--- config.mk ---
export PLATFORM = sky130hd
export DESIGN_NAME = command_port_key_fifo_device_unit
export DESIGN_NICKNAME = d
export VERILOG_FILES = /design/src/rtl/cpkfd_pkg.sv /design/src/rtl/cpkfd_ctrl.sv /design/src/rtl/cpkfd_dp.sv /design/src/rtl/command_port_key_fifo_device_unit.sv
export SDC_FILE = /design/constraint.sdc
export NUM_CORES = 1
export LEC_CHECK = 0
export BUFFER_PORTS_ARGS = -buffer_cell sky130_fd_sc_hd__buf_2
export CELL_PAD_IN_SITES_DETAIL_PLACEMENT = 1
export CELL_PAD_IN_SITES_GLOBAL_PLACEMENT = 2
export CORE_MARGIN = 2
export CORE_UTILIZATION = 40
export CTS_BUF_LIST = sky130_fd_sc_hd__clkbuf_4
export DETAILED_ROUTE_END_ITERATION = 7
export PLACE_DENSITY_LB_ADDON = 0.05
export SLEW_MARGIN = 20
export SYNTH_ARGS = -nofsm -noshare
export SYNTH_HDL_FRONTEND = slang
export SYNTH_SLANG_ARGS = --single-unit
--- constraint.sdc ---
create_clock -name clk -period 7.9 [get_ports clk]
set_input_delay 0.395 -clock clk [delete_from_list [all_inputs] [get_ports clk]]
set_output_delay 0.395 -clock clk [all_outputs]
set_load 0.01 [all_outputs]
--- src/rtl/cpkfd_pkg.sv ---
// Shared constants, command codes and controller/datapath interface types
// for the command-port key FIFO device. No dependencies.
package cpkfd_pkg;

  localparam int RING_DEPTH  = 16;
  localparam int WINDOW_SIZE = 16;

  localparam int DATA_W    = 8;
  localparam int PORT_W    = 4;
  localparam int REQ_W     = 2;
  localparam int OUT_CNT_W = 5;

  localparam int RING_AW = (RING_DEPTH > 1) ? $clog2(RING_DEPTH) : 1;
  localparam int CNT_W   = $clog2(RING_DEPTH + 1);
  localparam int WIN_AW  = $clog2(WINDOW_SIZE);
  localparam int TAIL_W  = RING_AW + 2;

  localparam logic [REQ_W-1:0] REQ_WRITE = 2'd0;
  localparam logic [REQ_W-1:0] REQ_READ  = 2'd1;
  localparam logic [REQ_W-1:0] REQ_KEY   = 2'd2;

  localparam logic [DATA_W-1:0] CMD_RESET     = 8'h00;
  localparam logic [DATA_W-1:0] CMD_CLASS     = 8'h01;
  localparam logic [DATA_W-1:0] CMD_VENDOR    = 8'h02;
  localparam logic [DATA_W-1:0] CMD_PRODUCT   = 8'h03;
  localparam logic [DATA_W-1:0] CMD_NAME      = 8'h04;
  localparam logic [DATA_W-1:0] CMD_COUNT     = 8'h10;
  localparam logic [DATA_W-1:0] CMD_READ_ONE  = 8'h11;
  localparam logic [DATA_W-1:0] CMD_READ_MANY = 8'h12;
  localparam logic [DATA_W-1:0] CMD_CLEAR     = 8'h13;

  localparam logic [DATA_W-1:0] VID_BYTES  [4] = '{8'hDE, 8'hAD, 8'hBE, 8'hEF};
  localparam logic [DATA_W-1:0] PID_BYTES  [4] = '{"K", "B", "D", 8'h00};
  localparam logic [DATA_W-1:0] NAME_BYTES [7] = '{"S", "T", "D", "K", "B", "D", 8'h00};

  // APB register map
  localparam int                CFG_AW      = 3;
  localparam int                CFG_DW      = 32;
  localparam logic [0:0]        REG_CLASS   = 1'b0;
  localparam logic [DATA_W-1:0] CLASS_RESET = 8'h01;

  typedef struct packed {
    logic accept;
    logic exec;
    logic pop;
    logic load_out;
  } dp_cmd_t;

  typedef struct packed {
    logic read_many;
    logic pop_more;
  } dp_stat_t;

endpackage

--- src/rtl/cpkfd_ctrl.sv ---
// Sequencer for the key FIFO device: item intake, execute, read-many loop
// and output register hand-off. Depends on cpkfd_pkg.
module cpkfd_ctrl import cpkfd_pkg::*; (
  input  logic     clk,
  input  logic     rst_n,
  input  logic     in_valid,
  output logic     in_stall,
  output logic     out_valid,
  input  logic     out_stall,
  input  dp_stat_t stat,
  output dp_cmd_t  cmd
);

  typedef enum logic [2:0] {
    ST_IDLE,
    ST_EXEC,
    ST_POP_WAIT,
    ST_POP,
    ST_FINISH
  } state_t;

  state_t state_r, state_nxt;
  logic   out_valid_r, out_valid_nxt;

  always_comb begin
    cmd          = '0;
    cmd.accept   = (state_r == ST_IDLE) && in_valid;
    cmd.exec     = (state_r == ST_EXEC);
    cmd.pop      = (state_r == ST_POP);
    cmd.load_out = (state_r == ST_FINISH) && (!out_valid_r || !out_stall);
  end

  always_comb begin
    state_nxt = state_r;
    unique case (state_r)
      ST_IDLE:     if (in_valid) state_nxt = ST_EXEC;
      ST_EXEC:     state_nxt = stat.read_many ? ST_POP_WAIT : ST_FINISH;
      ST_POP_WAIT: state_nxt = stat.pop_more ? ST_POP : ST_FINISH;
      ST_POP:      state_nxt = ST_POP_WAIT;
      ST_FINISH:   if (cmd.load_out) state_nxt = ST_IDLE;
      default:     state_nxt = ST_IDLE;
    endcase
  end

  always_comb begin
    out_valid_nxt = out_valid_r;
    priority if (cmd.load_out) begin
      out_valid_nxt = 1'b1;
    end else if (!out_stall) begin
      out_valid_nxt = 1'b0;
    end
  end

  always_ff @(posedge clk) begin
    if (!rst_n) begin
      state_r     <= ST_IDLE;
      out_valid_r <= 1'b0;
    end else begin
      state_r     <= state_nxt;
      out_valid_r <= out_valid_nxt;
    end
  end

  assign in_stall  = (state_r != ST_IDLE);
  assign out_valid = out_valid_r;

endmodule

--- src/rtl/cpkfd_dp.sv ---
// Datapath: register window, key ring memory with head/count, command
// execution and the output register. Depends on cpkfd_pkg.
module cpkfd_dp import cpkfd_pkg::*; (
  input  logic                 clk,
  input  logic                 rst_n,
  input  dp_cmd_t              cmd,
  output dp_stat_t             stat,
  input  logic [DATA_W-1:0]    class_code,
  input  logic [REQ_W-1:0]     in_req_type,
  input  logic [PORT_W-1:0]    in_port,
  input  logic [DATA_W-1:0]    in_wdata,
  input  logic [DATA_W-1:0]    in_key_byte,
  output logic [DATA_W-1:0]    out_rdata,
  output logic [OUT_CNT_W-1:0] out_buffered_count,
  output logic                 out_key_dropped
);

  logic [REQ_W-1:0]     req_r;
  logic [PORT_W-1:0]    port_r;
  logic [DATA_W-1:0]    wdata_r;
  logic [DATA_W-1:0]    key_r;

  logic [DATA_W-1:0]    win_r [WINDOW_SIZE];
  logic [DATA_W-1:0]    ring_mem [RING_DEPTH];
  logic [DATA_W-1:0]    ring_rd_r;
  logic [RING_AW-1:0]   head_r;
  logic [CNT_W-1:0]     count_r;
  logic [CNT_W-1:0]     n_r;
  logic [CNT_W-1:0]     idx_r;

  logic [DATA_W-1:0]    res_rdata_r;
  logic                 res_drop_r;
  logic [DATA_W-1:0]    out_rdata_r;
  logic [OUT_CNT_W-1:0] out_count_r;
  logic                 out_drop_r;

  logic                 port_in_win;
  logic [WIN_AW-1:0]    port_idx;
  logic                 is_write;
  logic                 is_cmd;
  logic                 ring_full;
  logic                 key_push;
  logic [TAIL_W-1:0]    tail_sum;
  logic [RING_AW-1:0]   tail;
  logic [RING_AW-1:0]   head_inc;
  logic [DATA_W-1:0]    count_sat;
  logic [CNT_W-1:0]     r1_sat;
  logic [CNT_W-1:0]     n_cnt;
  logic [CNT_W-1:0]     n_nxt;

  assign port_in_win = 32'(port_r) < WINDOW_SIZE;
  assign port_idx    = WIN_AW'(port_r);
  assign is_write    = (req_r == REQ_WRITE) && port_in_win;
  assign is_cmd      = is_write && (port_r == '0);
  assign ring_full   = 32'(count_r) >= RING_DEPTH;
  assign key_push    = cmd.exec && (req_r == REQ_KEY) && !ring_full;

  assign tail_sum = TAIL_W'(head_r) + TAIL_W'(count_r);
  assign tail     = (tail_sum >= TAIL_W'(RING_DEPTH)) ?
                    RING_AW'(tail_sum - TAIL_W'(RING_DEPTH)) : RING_AW'(tail_sum);
  assign head_inc = (head_r == RING_AW'(RING_DEPTH - 1)) ? '0 : head_r + 1'b1;

  assign count_sat = (32'(count_r) > 255) ? 8'hFF : 8'(count_r);

  // n = min(reg1, count, window)
  assign r1_sat = (32'(win_r[1]) > RING_DEPTH) ? CNT_W'(RING_DEPTH) : CNT_W'(win_r[1]);
  assign n_cnt  = (r1_sat < count_r) ? r1_sat : count_r;
  assign n_nxt  = (32'(n_cnt) > WINDOW_SIZE) ? CNT_W'(WINDOW_SIZE) : n_cnt;

  assign stat.read_many = is_cmd && (wdata_r == CMD_READ_MANY);
  assign stat.pop_more  = (idx_r != n_r);

  always_ff @(posedge clk) begin
    if (cmd.accept) begin
      req_r   <= in_req_type;
      port_r  <= in_port;
      wdata_r <= in_wdata;
      key_r   <= in_key_byte;
    end
  end

  always_ff @(posedge clk) begin
    if (key_push) begin
      ring_mem[tail] <= key_r;
    end
    ring_rd_r <= ring_mem[head_r];
  end

  always_ff @(posedge clk) begin
    if (!rst_n) begin
      for (int i = 0; i < WINDOW_SIZE; i++) begin
        win_r[i] <= '0;
      end
      head_r  <= '0;
      count_r <= '0;
      n_r     <= '0;
      idx_r   <= '0;
    end else begin
      if (cmd.exec) begin
        if (key_push) begin
          count_r <= count_r + 1'b1;
        end
        if (is_write) begin
          win_r[port_idx] <= wdata_r;
        end
        if (is_cmd) begin
          unique case (wdata_r)
            CMD_RESET: begin
              count_r <= '0;
              for (int i = 0; i < WINDOW_SIZE; i++) begin
                win_r[i] <= '0;
              end
            end
            CMD_CLASS: win_r[0] <= class_code;
            CMD_VENDOR: begin
              for (int i = 0; i < 4; i++) begin
                win_r[i] <= VID_BYTES[i];
              end
            end
            CMD_PRODUCT: begin
              for (int i = 0; i < 4; i++) begin
                win_r[i] <= PID_BYTES[i];
              end
            end
            CMD_NAME: begin
              for (int i = 0; i < 7; i++) begin
                win_r[i] <= NAME_BYTES[i];
              end
            end
            CMD_COUNT: win_r[0] <= count_sat;
            CMD_READ_ONE: begin
              if (count_r == '0) begin
                win_r[0] <= '0;
              end else begin
                win_r[0] <= ring_rd_r;
                head_r   <= head_inc;
                count_r  <= count_r - 1'b1;
              end
            end
            CMD_READ_MANY: begin
              n_r   <= n_nxt;
              idx_r <= '0;
            end
            CMD_CLEAR: count_r <= '0;
            default: ;
          endcase
        end
      end
      if (cmd.pop) begin
        win_r[WIN_AW'(idx_r)] <= ring_rd_r;
        head_r  <= head_inc;
        count_r <= count_r - 1'b1;
        idx_r   <= idx_r + 1'b1;
      end
    end
  end

  always_ff @(posedge clk) begin
    if (cmd.exec) begin
      res_rdata_r <= ((req_r == REQ_READ) && port_in_win) ? win_r[port_idx] : '0;
      res_drop_r  <= (req_r == REQ_KEY) && ring_full;
    end
    if (cmd.load_out) begin
      out_rdata_r <= res_rdata_r;
      out_count_r <= OUT_CNT_W'(count_r);
      out_drop_r  <= res_drop_r;
    end
  end

  assign out_rdata          = out_rdata_r;
  assign out_buffered_count = out_count_r;
  assign out_key_dropped    = out_drop_r;

endmodule

--- src/rtl/command_port_key_fifo_device_unit.sv ---
// Top level of the command-port key FIFO device: APB class register,
// controller and datapath. Depends on cpkfd_pkg, cpkfd_ctrl, cpkfd_dp.
//
//   channel   ports                                      direction
//   in        in_valid/in_stall + req_type,port,wdata,key in
//   out       out_valid/out_stall + rdata,count,dropped  out
//   cfg       psel,penable,pwrite,paddr,pwdata,prdata    APB slave
//
// Bus write, bus read and key items run through the execute and finish
// states; finish loads the output register. Read-many pops each key via
// pop-wait and pop: the key ring has one registered read port.
// Synchronous active-low reset clears the window, ring head and count.
// A stalled result sits in the output register while the next item runs.
module command_port_key_fifo_device_unit import cpkfd_pkg::*; (
  input  logic                 clk,
  input  logic                 rst_n,
  input  logic                 in_valid,
  output logic                 in_stall,
  input  logic [REQ_W-1:0]     in_req_type,
  input  logic [PORT_W-1:0]    in_port,
  input  logic [DATA_W-1:0]    in_wdata,
  input  logic [DATA_W-1:0]    in_key_byte,
  output logic                 out_valid,
  input  logic                 out_stall,
  output logic [DATA_W-1:0]    out_rdata,
  output logic [OUT_CNT_W-1:0] out_buffered_count,
  output logic                 out_key_dropped,
  input  logic                 psel,
  input  logic                 penable,
  input  logic                 pwrite,
  input  logic [CFG_AW-1:0]    paddr,
  input  logic [CFG_DW-1:0]    pwdata,
  output logic [CFG_DW-1:0]    prdata,
  output logic                 pready
);

  dp_cmd_t           cmd;
  dp_stat_t          stat;
  logic [DATA_W-1:0] class_code_r;
  logic              reg_sel;

  assign pready  = 1'b1;
  assign reg_sel = (paddr[CFG_AW-1:2] == REG_CLASS);
  assign prdata  = reg_sel ? CFG_DW'(class_code_r) : '0;

  always_ff @(posedge clk) begin
    if (!rst_n) begin
      class_code_r <= CLASS_RESET;
    end else if (psel && penable && pwrite && pready && reg_sel) begin
      class_code_r <= pwdata[DATA_W-1:0];
    end
  end

  cpkfd_ctrl u_ctrl (
    .clk       (clk),
    .rst_n     (rst_n),
    .in_valid  (in_valid),
    .in_stall  (in_stall),
    .out_valid (out_valid),
    .out_stall (out_stall),
    .stat      (stat),
    .cmd       (cmd)
  );

  cpkfd_dp u_dp (
    .clk                (clk),
    .rst_n              (rst_n),
    .cmd                (cmd),
    .stat               (stat),
    .class_code         (class_code_r),
    .in_req_type        (in_req_type),
    .in_port            (in_port),
    .in_wdata           (in_wdata),
    .in_key_byte        (in_key_byte),
    .out_rdata          (out_rdata),
    .out_buffered_count (out_buffered_count),
    .out_key_dropped    (out_key_dropped)
  );

endmodule
==> results.tsv <==
metric	value	unit
setup_tns	0	ps
FMAX	273	MHz
die area	39700	sq um
most numerous cell in the Yosys netlist	edfxtp_1	
Core Region	37600	sq um
DR vias	9617	
Min Clock Period, post-route	3670	ps
Post-synth ARST share	0	
Post-CTS Setup Bufs	0	
post-synth top area share	0.593	
critical setup path kind	reg -> reg	
Synth top cells by count	301 x edfxtp_1, 112 x nor2_1, 80 x mux4_2	
Main synth FF type	edfxtp_1	
CP dominant cell by count	buf_4	
Post-DRT Antenna Nets	0	
pin count of the biggest net entering global routing	38	
synthesized area	15200	sq um
Starting Density	0.405	
Max-Cap Viols	0	
Post-Route WL	42300	um
Final Slew Violations	0	
Seq/Total Area, Yosys	0.645	
detailed-route wire length per cell	24.0	um
Worst Path Required	8410	ps
syn_area_per_cell	14.7	sq um
critical path cell sequence	buf_4, nor4_4, nand4_1, o32a_4, a21oi_4, buf_4, o21ai_0, buf_4	
Total GRT Usage	0.222	
H-Tree Depth	3	
Worst-Margin Slew	1080	ps
RSZ-0062 raised after global routing	no	
Post-synth EDFFs	301	
Synth Instances	1036	
Leakage	6.09	nW
FP Rows	71	
share of cells above drive strength 1	0.275	
area leader, netlist	edfxtp_1	
post-synth cell types	72	
first-pass GRT wire length	62900	um
Slew Limit Headroom	0.279	
grt total ovfl	0	
setup violators final	0	
worst setup path startpoint	u_dp.port_idx[0]$_DFFE_PP_	
fin crit share	0.464	
DRT iter0 DRCs	643	
DRC	0	
Hold Startpoint	penable	
crit end category	register	
clock skew	57.9	ps
Synth warnings	0	
worst-path fanout max	36	
Peak VDD IR	0.141	mV
Die X	199	um
antenna violations before repair	2	
vias per cell	5.44	
critical path's largest stage delay	590	ps
nets	1261	
# resized after CTS	0	
CP max stage cell	nor4_4	
dpl hpwl	28900	um
die height	199	um
crit path DAT	4180	ps
synthesized flop and latch total	340	
# IOs	113	
GP Congestion	0.779	
CP Launch Type	register	
clk root buf	clkbuf_4	
Post-DP Area	16000	sq um
Worst-path clk slew	80	ps
HP Class	in -> reg	
CTS tree	built	
Pre-antenna DRT Iters	5	
power per cell area	220	nW/um^2
FF-to-FF Start	u_dp.port_idx[0]$_DFFE_PP_	
fillcell total	3823	
Synth-to-Final Area Change	15.0	%
worst skew pair latency	790	ps
post-route cell area	17500	sq um
clock sinks	340	
clock buffer depth	3	
count of final hold-check violations	0	
synth top area cells	edfxtp_1 59%, mux4_2 12%, dfxtp_1 5.1%	
vias in the first global route	9993	
status	finished, final reports clean	
CTS Buf Count	93	
IO Port Bufs	61	
==> registers in the layout, summed over array words and instances (netlist names), 2 cells and up <==
signal / count
u_dp.ring_rd_r: 8
u_dp.out_buffered_count: 5
u_dp.port_idx: 4
u_dp.key_r: 8
u_dp.idx_r: 5
class_code_r: 8
u_dp.req_r: 2
u_dp.count_r: 5
u_dp.out_rdata: 8
u_dp.ring_mem: 128
u_ctrl.state_r: 3
u_dp.n_r: 5
u_dp.head_r: 4
u_dp.wdata_r: 8
u_dp.win_r: 128
u_dp.res_rdata_r: 8
==> report_power, final <==
part           internal (mW)  switching, mW  total, mW
clock                  0.840          0.749       1.59
combinational         0.0870          0.142      0.229
sequential              2.00         0.0346       2.03
==> cells in the final DEF (no fill, tap or decap), types with 4 or more instances in the layout <==
cell type      instances
o21a_1                 5
a211oi_1               4
mux4_2                80
o31ai_1               20
mux2i_1               15
buf_4                 28
nand2_1               59
a22o_1                 5
a21o_1                 5
clkbuf_4             132
a21oi_1               26
a31oi_1               16
buf_2                 61
conb_1                25
mux2_2                 5
nor2b_1               19
nor3b_1                7
ha_1                  12
and2_1                 6
o21ai_1                5
nand4_1                6
dfxtp_1               38
nor3_1                35
xnor2_1                7
xor2_1                 7
nand2b_1               9
clkinv_1              26
inv_6                  4
nand3_1               22
a2111oi_0              4
inv_1                 12
edfxtp_1             301
and3_1                 4
dlygate4sd3_1         34
nor2_1               111
o2111ai_1              6
o21ai_0               29
or2_2                 13
==> stage by stage <==
stage	hold WS, ps	setup WS [ps]	total power, mW	utilization	cells
global placement	403	4280	2.28	0.425	1566
floorplan	400	5150	2.19	-	1059
CTS	66.0	4240	3.91	0.466	1766
global route	97.1	3890	4.02	0.466	1767
detailed placement	405	4270	2.29	0.425	1566
finish	143	4230	3.85	0.466	1767
==> critical path, delay by kind of cell (launching register included) <==
kind                   cells  cell delay [ps]
DFF                        1              350
and+or+nand+nor            2              850
buffers and inverters      3             1020
AOI/OAI and AO/OA          3             1130
==> logic make-up after synthesis <==
group,Yosys count,synth area share
flip-flops,340,0.645
AND/OR/NAND/NOR,320,0.106
AO/OA/AOI/OAI,140,0.0618
buffers and inverters,107,0.0365
multiplexers,100,0.132
XOR/XNOR,14,0.00805
adder cells (fa/ha/maj),13,0.0112
other,2,0.000493
==> final timing paths <==
path,to,slack (ps),cells after the start
worst max-delay path,u_dp.win_r[6][0]$_SDFFCE_PN0P_,4230,8
worst min-delay path,class_code_r[6]$_SDFFE_PN0P_,140,4
worst max register to register,u_dp.win_r[6][0]$_SDFFCE_PN0P_,4230,8
worst min register to register,u_dp.out_rdata[1]$_DFFE_PP_,390,0
==> what timing repair did <==
action	4_1_cts	5_1_grt
endpoints found under the hold margin	38	0
endpoints found under the setup margin	0	0
hold buffers	34	0
==> per-layer routing <==
| layer | up-vias | GRT usage | routed length [um] |
|---|---|---|---|
| met5 | - | 0 | 0 |
| met4 | 0 | 0.0724 | 759 |
| met3 | 57 | 0.0466 | 1900 |
| met2 | 225 | 0.358 | 20500 |
| met1 | 5013 | 0.300 | 19200 |
| li1 | 4322 | - | - |
==> layout make-up <==
type	instances	area, sq um	share of cell area
clock inverter	34	206	0.0118
tap	511	639	0.0365
clock buffer	132	991	0.0566
antenna	1	2.50	0.000143
timing repair buffer	123	856	0.0488
multi-input combinational	612	4950	0.283
sequential	340	9820	0.560
inverter	14	53.8	0.00307
No activity file was read; power rests on OpenSTA's default activity.
